## src/hw/rtl/shm_pkg.sv

```systemverilog
package shm_pkg;

    // Register file indexes with a fixed role.
    localparam logic [3:0] IDX_SI  = 4'd4;
    localparam logic [3:0] IDX_DI  = 4'd5;
    localparam logic [3:0] IDX_DS  = 4'd7;
    localparam logic [3:0] IDX_ES  = 4'd8;
    localparam logic [3:0] IDX_VAL = 4'd9;

    // Status codes reported in the reply to a token.
    localparam logic [1:0] STAT_OK    = 2'd0;
    localparam logic [1:0] STAT_LEN   = 2'd1;
    localparam logic [1:0] STAT_VALUE = 2'd2;
    localparam logic [1:0] STAT_INDEX = 2'd3;

    // Characters used by the reply.
    localparam logic [7:0] CH_CR    = 8'h0D;
    localparam logic [7:0] CH_LF    = 8'h0A;
    localparam logic [7:0] CH_S     = 8'h53;
    localparam logic [7:0] CH_R     = 8'h52;
    localparam logic [7:0] CH_W     = 8'h57;
    localparam logic [7:0] CH_X     = 8'h58;
    localparam logic [7:0] CH_SPACE = 8'h20;
    localparam logic [7:0] CH_NUL   = 8'h00;
    localparam logic [7:0] CH_EOS   = 8'hFF;

    // Reply slots: four digits, CR, LF, then S, status, CR, LF.
    localparam logic [3:0] SLOT_FIRST_DIGIT = 4'd0;
    localparam logic [3:0] SLOT_LAST_DIGIT  = 4'd3;
    localparam logic [3:0] SLOT_VAL_CR      = 4'd4;
    localparam logic [3:0] SLOT_VAL_LF      = 4'd5;
    localparam logic [3:0] SLOT_S           = 4'd6;
    localparam logic [3:0] SLOT_STATUS      = 4'd7;
    localparam logic [3:0] SLOT_ST_CR       = 4'd8;
    localparam logic [3:0] SLOT_LAST        = 4'd9;

    // Commands from the controller to the datapath.
    typedef struct packed {
        logic clr_step;
        logic take;
        logic exec;
        logic mem_load;
        logic emit_step;
    } shm_cmd_t;

    // Status from the datapath to the controller.
    typedef struct packed {
        logic clear_last;
        logic go_exec;
        logic go_reply;
        logic is_x0;
        logic slot_emit;
        logic slot_last;
        logic out_free;
    } shm_sts_t;

    // Hex digit value; bit 4 set means the character is not a hex digit.
    function automatic logic [4:0] hex_val(input logic [7:0] c);
        logic [4:0] r;
        r = 5'h10;
        if (c >= 8'h30 && c <= 8'h39) begin
            r = {1'b0, c[3:0]};
        end else if (c >= 8'h41 && c <= 8'h46) begin
            r = {1'b0, c[3:0] + 4'd9};
        end
        return r;
    endfunction

    // Upper-case ASCII for one nibble.
    function automatic logic [7:0] hex_char(input logic [3:0] d);
        logic [7:0] r;
        r = (d > 4'd9) ? (8'h37 + {4'h0, d}) : (8'h30 + {4'h0, d});
        return r;
    endfunction

endpackage

```

## src/hw/rtl/shm_ctrl.sv

```systemverilog
module shm_ctrl (
    input  logic              aclk,
    input  logic              aresetn,
    input  logic              in_valid,
    output logic              in_ready,
    input  shm_pkg::shm_sts_t sts,
    output shm_pkg::shm_cmd_t cmd
);
    import shm_pkg::*;

    typedef enum logic [4:0] {
        S_CLEAR = 5'b00001,
        S_IDLE  = 5'b00010,
        S_EXEC  = 5'b00100,
        S_MEMRD = 5'b01000,
        S_EMIT  = 5'b10000
    } state_t;

    state_t state_reg, state_next;

    assign in_ready = (state_reg == S_IDLE);

    // Sequencing of clear, token execution and reply.
    always_comb begin
        state_next = state_reg;
        cmd        = '0;
        unique case (state_reg)
            S_CLEAR: begin
                cmd.clr_step = 1'b1;
                if (sts.clear_last) begin
                    state_next = S_IDLE;
                end
            end
            S_IDLE: begin
                if (in_valid) begin
                    cmd.take = 1'b1;
                    if (sts.go_exec) begin
                        state_next = S_EXEC;
                    end else if (sts.go_reply) begin
                        state_next = S_EMIT;
                    end
                end
            end
            S_EXEC: begin
                cmd.exec   = 1'b1;
                state_next = sts.is_x0 ? S_MEMRD : S_EMIT;
            end
            S_MEMRD: begin
                cmd.mem_load = 1'b1;
                state_next   = S_EMIT;
            end
            S_EMIT: begin
                cmd.emit_step = !sts.slot_emit || sts.out_free;
                if (cmd.emit_step && sts.slot_last) begin
                    state_next = S_IDLE;
                end
            end
            default: begin
                state_next = S_IDLE;
            end
        endcase
    end

    always_ff @(posedge aclk) begin
        if (!aresetn) begin
            state_reg <= S_CLEAR;
        end else begin
            state_reg <= state_next;
        end
    end

endmodule

```

## config.mk

```make
export PLATFORM = sky130hd
export DESIGN_NAME = shm_ctrl
export DESIGN_NICKNAME = d
export VERILOG_FILES = /design/src/hw/rtl/shm_pkg.sv /design/src/hw/rtl/shm_ctrl.sv
export SDC_FILE = /design/constraint.sdc
export NUM_CORES = 1
export LEC_CHECK = 0
export BUFFER_PORTS_ARGS = -buffer_cell sky130_fd_sc_hd__buf_2
export CORE_AREA = 2 2 39 41
export CTS_BUF_LIST = sky130_fd_sc_hd__clkbuf_4 sky130_fd_sc_hd__clkbuf_8
export CTS_CLUSTER_SIZE = 30
export DETAILED_ROUTE_END_ITERATION = 10
export DIE_AREA = 0 0 41 43
export REMOVE_ABC_BUFFERS = 1
export SYNTH_ARGS = -nofsm -noshare
export SYNTH_HDL_FRONTEND = slang
export SYNTH_SLANG_ARGS = --single-unit
```

## constraint.sdc

```tcl
create_clock -name aclk -period 2.53 [get_ports aclk]
set_input_delay 0 -clock aclk [delete_from_list [all_inputs] [get_ports aclk]]
set_output_delay 0 -clock aclk [all_outputs]
set_load 0.005 [all_outputs]
```

# After elaboration in Yosys (flattened, before gate mapping)

Cells that the tools add are included.

Bits in registers: 5
Bits in latches: 0
RAM bits: 0
Memory bits (read-only): 0
Input bits: 10
Output and inout bits: 6
Memories kept: 0

Add/sub/neg operators: 0
$mul: 0
Div/mod/pow operators: 0
$lt $le $gt $ge: 0
Equality and inequality tests: 9
Shift-type cells: 0
Mux-type cells: 13
Bitwise gates (word level): 0
Reduce and logical (&&, ||, !) cells: 4

Operator list:

| kind               | number |
|---|---|
| $mux 5             | 6 |
| $pmux 5 s5         | 1 |
| $mux 1             | 6 |
| $ne 2x2->1 const B | 3 |
| $eq 5x1->1 const B | 1 |
| $eq 5x2->1 const B | 1 |
| $eq 5x3->1 const B | 1 |
| $eq 5x4->1 const B | 1 |
| $eq 5x5->1 const B | 1 |
| $reduce_and 4->1   | 1 |
| $ne 3x1->1 const B | 1 |
| $logic_and 1x1->1  | 1 |
| $logic_not 1->1    | 1 |
| $logic_or 1x1->1   | 1 |

# Longest topological paths before layout

Gate-level depths: netlist (run 1).

Depth in word-level cells: 5
Mapped depth: 5
Depth with buffers taken out: 4

# Least setup slack after synthesis (run 1)

Ideal clock, no wire load.

Kind: register -> register
Start point: reg state_reg[3]
End point: reg state_reg[4]
Library setup time: 60 ps
Arrival: 1101 ps
Data required time: 2470 ps
Slack: 1369 ps
Cell stages (with the launch flop): 6
Clock period less this slack: 1161 ps
Cell sequence: dfxtp_1 > buf_6 > or3b_1 > a21o_1 > o21ai_2 > a32o_1

Word-level cells in the longest chain between the ends: 3
Elaborated cells on any way between the ends: 11

Ends and longest elaborated chain:

| element                                                   | RTL line       | source |
|---|---|---|
| from (decl)                                               | shm_ctrl.sv:19 | `state_t state_reg, state_next;` |
| from (signal assigned)                                    | shm_ctrl.sv:68 | `state_reg <= state_next;` |
| $eq 5x2->1 (tied with other cells)                        | shm_ctrl.sv:27 | `unique case (state_reg)` |
| $ne 3x1->1 (no line) / $ne 2x2->1 (equally long branches) | --             |  |
| $reduce_and 4->1 (no line)                                | --             |  |

Parallel ways exist; a longest one is shown, timed or not.
A chain may end at the register's enable or synchronous reset.

==> impl_metrics.csv, run 1 <==
group,metric,value,unit
status,status,"completed",
detailed_routing,viasPerCell,4.77,
sta,tns,0,ns
placed_design,gp_congestion,0.785,
floorplan,die_h,43,um
sta,setup_ws,1.18,ns
synthesis,yosys-top-cells-count,"and3_1 (5), dfxtp_1 (5), nand2b_1 (4), nor2_1 (4), o21ai_0 (4)",
finish,largest_reg_flops,5,
critical_path,cp-start-kind,"flip-flop",
sta,finalMaxSlewViolations,0,
floorplan,initial_utilization,24.5,%
synthesis,seq_area_frac_synth,29.5,%
sta,fmax,743,MHz
floorplan,ios,16,
synthesis,synthCells,44,
synthesis,synth-edff-count,0,
clock_network,clockBufferDepth,2,
finish,nFillCells,154,
placed_design,dp_cells,72,
min_path,min_path_cells,2,
critical_path,worstPathRequired,2.53,ns
synthesis,async_flop_share,0,%
detailed_routing,drc,0,
detailed_routing,via_count,367,
floorplan,rows,14,
critical_path,critPathMaxFanout,6,
finish,diodes,0,
power_and_ir_drop,ir_worst_vdd,0.175,mV
floorplan,die_width,41,um
critical_path,crit_path_end_kind,"primary output",
detailed_routing,drt-wirelength-per-cell,10.2,um
clock_network,cts-root-buf,"clkbuf_4",
placed_design,hpwl,624,um
clock_network,htreeDepth,1,
clock_network,clk_latency,0.24,ns
detailed_routing,dr.pass1.iters,2,
power_and_ir_drop,leakagePower,0.229,nW
sta,whs,0.00977,ns
clock_network,clock_sinks,5,
placed_design,dp_slack,1.31,ns
global_route,grt_pass1_vias,326,
detailed_routing,ant_nets,0,
finish,fin_nets,72,
sta,hold_violations,0,
floorplan,dieArea,1760,um2
synthesis,synth_top_area_cell,"dfxtp_1",
power_and_ir_drop,p_per_area,524,nW/um2
synthesis,synth.area.top_cells,"dfxtp_1 (30%), and3_1 (9.2%), nand2b_1 (7.4%), o21ai_0 (5.9%), nor2_1 (4.4%)",
sta,rsz0062_at_grt,"no",
critical_path,worst-endpoint-arrival,1.35,ns
detailed_routing,drt_iter0_markers,5,
synthesis,syn_avg_cell_area,7.71,um2
global_route,antenna_found_initial,0,
finish,area_growth_syn_to_layout,32.8,%
power_and_ir_drop,power,236,uW
synthesis,synth-seq-cells,5,
clock_network,numCtsBuffers,3,
finish,fin_util,32.5,%
detailed_routing,wl,787,um
critical_path,r2r_cells,4,
job,drv_cap,0,
sta,post-route-min-period,1.35,ns
placed_design,port_buffers,15,
floorplan,core_area,1380,um2
finish,drive_above_1_share,34.4,%
synthesis,syn_area,339,um2
sta,worstMarginPinSlew,0.386,ns
synthesis,synth_top_area_share,29.5,%
global_route,grt_usage,11.3,%
synthesis,synth_cell_types,23,
placed_design,detailed_place.area,410,um2
finish,stdcell_count,77,
sta,finalClockSkew,0.00336,ns
min_path,worstHoldPathType,"in2reg",
synthesis,ys.warnings.count,0,
sta,period_share,53.2,%
clock_network,clkSlewWorstSetupHoldPaths,0.04,ns
critical_path,crit_type,"reg2out",
synthesis,synth_ff_type,"dfxtp_1",
global_route,grt_pass1_wl,1340,um
global_route,grt_max_degree,10,
sta,relSlewSlack,74.0,%
sta,finalSetupViolations,0,
clock_network,cts_tree,"done",
global_route,grt_remaining_overflow,0,
finish,final_area,450,um2
## cell usage in the layout (no fill, tap or decap)
cell	Yosys	final
nor4_1	2	2
dfxtp_1	5	5
and2_1	2	2
dlygate4sd3_1	0	1
nand3b_1	1	1
clkbuf_4	0	4
nand2_1	2	2
a32o_1	1	1
nor2_1	4	4
o21ai_2	1	1
nand2b_1	4	4
nand3_1	1	1
a21o_1	1	1
xor2_1	1	1
a21oi_1	1	1
or3b_1	1	1
buf_2	1	15
a31o_2	1	1
nor3_1	2	2
o21ai_0	4	4
and3_1	5	5
inv_1	1	1
o211ai_1	1	1
## routing by layer
metal / wire (um) / share of wire, % / global-route usage [%] / vias to the layer above
li1: - / - / - / 193
met1: 390 / 50 / 16.7 / 160
met2: 332 / 42 / 14.4 / 14
met3: 64 / 8.1 / 3.14 / 0
met4: 0 / 0 / 6.00 / 0
met5: 0 / 0 / 0 / -
## power by group
group	leakage (nW)	switching [mW]	internal, mW
clock network	0.0184	0.0314	0.0702
logic	0.169	0.0189	0.0239
registers	0.0411	0.00793	0.0837
## cell type report
class / instances / area [um2] / share of cell area [%]
Sequential cell: 5 / 100 / 22.2
Tap cell: 16 / 20.0 / 4.44
Clock buffer: 4 / 30.0 / 6.67
Timing Repair Buffer: 16 / 85.1 / 18.9
Multi-Input combinational cell: 35 / 211 / 46.9
Inverter: 1 / 3.75 / 0.833
## worst max-delay path, cell delays in order, from the launching register on
cell,delay [ns]
dfxtp_1,0.35
nand2b_1,0.18
nor4_1,0.30
and2_1,0.18
buf_2,0.10
## logic make-up after synthesis
logic type,synth area share [%]
buf+inv,8.12
flops,29.5
compound gates,19.9
xor+xnor,2.58
simple gates,39.8
## worst paths after layout
| path | slack [ns] | startpoint | end |
|---|---|---|---|
| worst max-delay path | 1.18 | state_reg[0]$_SDFFE_PN1P_ | cmd[0] |
| worst min-delay path | 0.01 | aresetn | state_reg[0]$_SDFFE_PN1P_ |
| worst max register to register | 1.28 | state_reg[1]$_SDFFE_PN0P_ | state_reg[4]$_SDFFE_PN0P_ |
| worst min register to register | 0.59 | state_reg[0]$_SDFFE_PN1P_ | state_reg[0]$_SDFFE_PN1P_ |
## what timing repair did
action / CTS / global route
setup buffers: 0 / 0
hold endpoints to repair: 1 / 0
hold buffers: 1 / 0
resized for setup: 0 / 0
Power figures use the tool's default switching activity.
==> run 2, diff against run 1 <==
clock period = 1.21 ns   (was 2.53 ns; I/O delays follow)
==> impl_metrics.csv, run 2 (same netlist as run 1, synthesis figures left out) <==
group,metric,value,unit
status,status,"finished with violations",
status,violations,"setup timing",
clock_network,numCtsBuffers,3,
power_and_ir_drop,p_int,397,uW
critical_path,worst-endpoint-arrival,1.23,ns
critical_path,crit_path_end_kind,"primary output",
min_path,min_path_cells,2,
power_and_ir_drop,ir_worst_vdd,0.509,mV
clock_network,cts_tree,"done",
floorplan,die_h,43,um
placed_design,hpwl,674,um
detailed_routing,dr.pass1.iters,3,
finish,fin_nets,79,
detailed_routing,viasPerCell,4.74,
clock_network,htreeDepth,1,
sta,setup_ws,-0.0212,ns
global_route,grt_pass1_vias,402,
detailed_routing,ant_nets,0,
sta,finalSetupViolations,2,
finish,area_growth_syn_to_layout,72.0,%
clock_network,clk_latency,0.24,ns
sta,rsz0062_at_grt,"yes",
clock_network,cts-root-buf,"clkbuf_4",
floorplan,core_area,1380,um2
power_and_ir_drop,p_sw_share,26.2,%
sta,finalClockSkew,0.000311,ns
placed_design,port_buffers,15,
sta,hold_violations,0,
clock_network,clock_sinks,5,
clock_network,clkSlewWorstSetupHoldPaths,0.04,ns
global_route,grt_usage,14.4,%
critical_path,crit_type,"reg2out",
global_route,grt_max_degree,8,
finish,drive_above_1_share,57.4,%
floorplan,initial_utilization,24.5,%
power_and_ir_drop,pwr-share-comb,25.2,%
critical_path,critPathMaxFanout,6,
sta,worstMarginPinSlew,0.225,ns
power_and_ir_drop,p_per_area,923,nW/um2
floorplan,ios,16,
critical_path,r2r_cells,5,
floorplan,rows,14,
detailed_routing,drc,0,
sta,fmax,812,MHz
finish,layout_common_cells,"buf_2 (15), o21ai_0 (4), and3_1 (4), clkbuf_4 (4), buf_4 (4)",
floorplan,die_width,41,um
power_and_ir_drop,leakagePower,0.279,nW
job,drv_cap,0,
critical_path,worstPathRequired,1.21,ns
global_route,antenna_found_initial,0,
sta,period_share,102,%
detailed_routing,drt_iter0_markers,7,
detailed_routing,drt-wirelength-per-cell,11.6,um
power_and_ir_drop,p_switching,141,uW
sta,tns,-0.0349,ns
power_and_ir_drop,clkPwrFrac,39.7,%
detailed_routing,via_count,398,
global_route,grt_pass1_wl,1660,um
sta,finalMaxSlewViolations,0,
placed_design,gp_congestion,0.856,
finish,largest_reg_flops,5,
finish,fin_util,42.1,%
min_path,worstHoldPathType,"in2reg",
floorplan,dieArea,1760,um2
power_and_ir_drop,pwr-share-seq,35.1,%
sta,post-route-min-period,1.23,ns
finish,diodes,0,
clock_network,clockBufferDepth,2,
critical_path,cp-start-kind,"flip-flop",
sta,relSlewSlack,84.9,%
sta,whs,0.0176,ns
finish,final_common_cell,"buf_2",
global_route,grt_remaining_overflow,0,
detailed_routing,wl,974,um
[run 2: cell count changes in the layout (fill, tap and decap cells not counted), sizes merged]
cell         before  now
dlygate4sd3       1    2
buf              15   21
[run 2: power groups by stage]
| stage | combinational [mW] | clock, mW | sequential (mW) |
|---|---|---|---|
| floorplan | 0.0522 | 0 | 0.190 |
| global placement | 0.101 | 0 | 0.188 |
| detailed placement | 0.101 | 0 | 0.188 |
| CTS | 0.117 | 0.222 | 0.191 |
| global route | 0.150 | 0.250 | 0.191 |
| finish | 0.136 | 0.213 | 0.189 |
[run 2: through the flow]
step	std cells	cell area, um2	setup WS, ns	power (mW)
floorplan	41	315	0.0488	0.243
global placement	76	440	0.0373	0.289
detailed placement	76	440	0.0496	0.289
CTS	83	538	-0.0171	0.529
global route	84	583	-0.111	0.591
finish	84	583	-0.0212	0.538
[run 2: repair_timing]
action                                  CTS  global route
hold buffers                              2             0
hold endpoints to repair                  1             0
endpoints found under the setup margin    4             6
setup buffers                             1             1
gates resized for setup                  11            10
pin swaps                                 2             3
[run 2: path summary, 6_finish.rpt]
path                                                 from                         to  slack [ns]
worst max-delay path            state_reg[1]$_SDFFE_PN0P_                     cmd[0]       -0.02
worst min-delay path                               sts[3]  state_reg[3]$_SDFFE_PN0P_        0.02
worst max register to register  state_reg[1]$_SDFFE_PN0P_  state_reg[4]$_SDFFE_PN0P_        0.03
worst min register to register  state_reg[0]$_SDFFE_PN1P_  state_reg[0]$_SDFFE_PN1P_        0.61
[run 2: worst max-delay path: stages (launching register included)]
cell     delay, ns
dfxtp_2       0.32
buf_6         0.13
nor4_4        0.27
and2_1        0.17
buf_2         0.11
[run 2: final cells by class]
class / count / area, um2
Clock buffer: 4 / 30.0
Inverter: 1 / 3.75
Tap cell: 16 / 20.0
Multi-Input combinational cell: 35 / 268
Sequential cell: 5 / 114
Timing Repair Buffer: 23 / 148
Fill cell: 141 / 801
[run 2: per-layer routing]
metal	global-route usage [%]	part of all wire [%]	up-vias
li1	-	-	205
met1	15.9	43	177
met2	20.9	51	16
met3	8.90	6.7	0
met4	6.67	0	0
met5	0	0	-
==> run 3, diff against run 2 <==
CTS_BUF_LIST = default   (was sky130_fd_sc_hd__clkbuf_4 sky130_fd_sc_hd__clkbuf_8)
==> impl_metrics.csv, run 3 (same netlist as run 1, synthesis figures left out) <==
group,metric,value,unit
status,status,"finished with violations",
placed_design,port_buffers,15,
finish,drive_above_1_share,55.9,%
finish,fin_nets,79,
power_and_ir_drop,p_sw_share,27.4,%
floorplan,dieArea,1760,um2
finish,fin_util,41.9,%
global_route,grt_usage,14.7,%
sta,finalSetupViolations,3,
sta,fmax,811,MHz
sta,period_share,102,%
clock_network,clock_sinks,5,
clock_network,htreeDepth,1,
detailed_routing,viasPerCell,4.74,
detailed_routing,dr.pass1.iters,4,
clock_network,clk_latency,0.24,ns
power_and_ir_drop,pwr-share-seq,36.6,%
sta,finalMaxSlewViolations,0,
clock_network,cts_tree,"done",
floorplan,core_area,1380,um2
clock_network,clkSlewWorstSetupHoldPaths,0.04,ns
clock_network,clockBufferDepth,2,
finish,layout_common_cells,"buf_2 (15), o21ai_0 (4), and3_1 (4), buf_4 (4)",
sta,hold_violations,0,
finish,largest_reg_flops,5,
finish,area_growth_syn_to_layout,70.8,%
floorplan,rows,14,
placed_design,hpwl,674,um
power_and_ir_drop,p_per_area,890,nW/um2
power_and_ir_drop,p_int,374,uW
sta,rsz0062_at_grt,"yes",
global_route,grt_pass1_vias,404,
power_and_ir_drop,leakagePower,0.275,nW
sta,whs,0.0175,ns
detailed_routing,wl,976,um
power_and_ir_drop,power,516,uW
detailed_routing,via_count,398,
critical_path,path_delay_family,"simple AND/OR/NAND/NOR gates",
detailed_routing,drt-wirelength-per-cell,11.6,um
power_and_ir_drop,clkPwrFrac,37.1,%
critical_path,crit_path_end_kind,"primary output",
clock_network,numCtsBuffers,3,
critical_path,cp-start-kind,"flip-flop",
detailed_routing,drc,0,
floorplan,ios,16,
sta,relSlewSlack,84.9,%
finish,final_common_cell,"buf_2",
critical_path,path_cells,"buf_6 > nor4_4 > and2_1 > buf_2",
power_and_ir_drop,pwr-share-comb,26.3,%
critical_path,max_stage_delay,0.32,ns
status,violations,"setup timing",
detailed_routing,drt_iter0_markers,6,
sta,setup_ws,-0.0232,ns
detailed_routing,ant_nets,0,
floorplan,die_h,43,um
global_route,grt_remaining_overflow,0,
critical_path,slowest_stage,"dfxtp_2",
sta,post-route-min-period,1.23,ns
sta,worstMarginPinSlew,0.225,ns
floorplan,die_width,41,um
global_route,grt_max_degree,8,
critical_path,worstPathRequired,1.21,ns
floorplan,initial_utilization,24.5,%
sta,finalClockSkew,0.00216,ns
finish,diodes,0,
placed_design,gp_congestion,0.856,
job,drv_cap,0,
clock_network,cts-root-buf,"clkbuf_4",
global_route,grt_pass1_wl,1680,um
min_path,worstHoldPathType,"in2reg",
critical_path,worst-endpoint-arrival,1.23,ns
critical_path,crit_type,"reg2out",
power_and_ir_drop,ir_worst_vdd,0.498,mV
power_and_ir_drop,p_switching,141,uW
global_route,antenna_found_initial,0,
critical_path,critPathMaxFanout,6,
critical_path,cp_num_buf_inv,2,
run 3: cell counts in the layout (fill, tap and decap cells not counted):
No cell type changed its count.
run 3: final cells by class:
type / instances / area (um2)
fillers: 141 / 805
inverters: 1 / 3.75
multi-input cells: 35 / 268
clock buffers: 4 / 26.3
repair buffers: 23 / 148
flip-flops and latches: 5 / 114
well taps: 16 / 20.0
run 3: what timing repair did:
action | CTS | global route
resized for setup | 11 | 10
hold buffers | 2 | 0
endpoints found under the setup margin | 4 | 6
buffers inserted | 1 | 1
pin swaps | 2 | 3
endpoints found under the hold margin | 1 | 0
run 3: routing by layer:
layer / vias to the layer above / GRT usage [%] / share of wire, %
met3: 0 / 8.90 / 7.3
met1: 177 / 15.5 / 42
met2: 16 / 21.3 / 51
li1: 205 / - / -
met4: 0 / 8.67 / 0
met5: - / 0 / 0
run 3: per-stage QoR:
step | worst slack (ns) | setup TNS (ns) | instance area [um2] | std cells
4_1_cts | -0.0189 | -0.0189 | 534 | 83
3_3_place_gp | 0.0373 | 0 | 440 | 76
3_5_place_dp | 0.0496 | 0 | 440 | 76
6_report | -0.0232 | -0.0362 | 579 | 84
2_1_floorplan | 0.0488 | 0 | 315 | 41
5_1_grt | -0.113 | -0.481 | 579 | 84
run 3: worst paths after layout:
check,startpoint,endpoint,slack (ns),cells after the start
hold / removal,sts[3],state_reg[3]$_SDFFE_PN0P_,0.02,2
setup reg to reg,state_reg[1]$_SDFFE_PN0P_,state_reg[4]$_SDFFE_PN0P_,0.03,5
setup / recovery,state_reg[1]$_SDFFE_PN0P_,cmd[0],-0.02,4
hold reg to reg,state_reg[0]$_SDFFE_PN1P_,state_reg[0]$_SDFFE_PN1P_,0.61,2
run 3: power by group through the flow:
| stage | Clock (mW) | Combinational, mW | Sequential, mW |
|---|---|---|---|
| 2_1_floorplan | 0 | 0.0522 | 0.190 |
| 3_3_place_gp | 0 | 0.101 | 0.188 |
| 3_5_place_dp | 0 | 0.101 | 0.188 |
| 4_1_cts | 0.201 | 0.117 | 0.191 |
| 5_1_grt | 0.229 | 0.150 | 0.191 |
| 6_report | 0.191 | 0.136 | 0.189 |
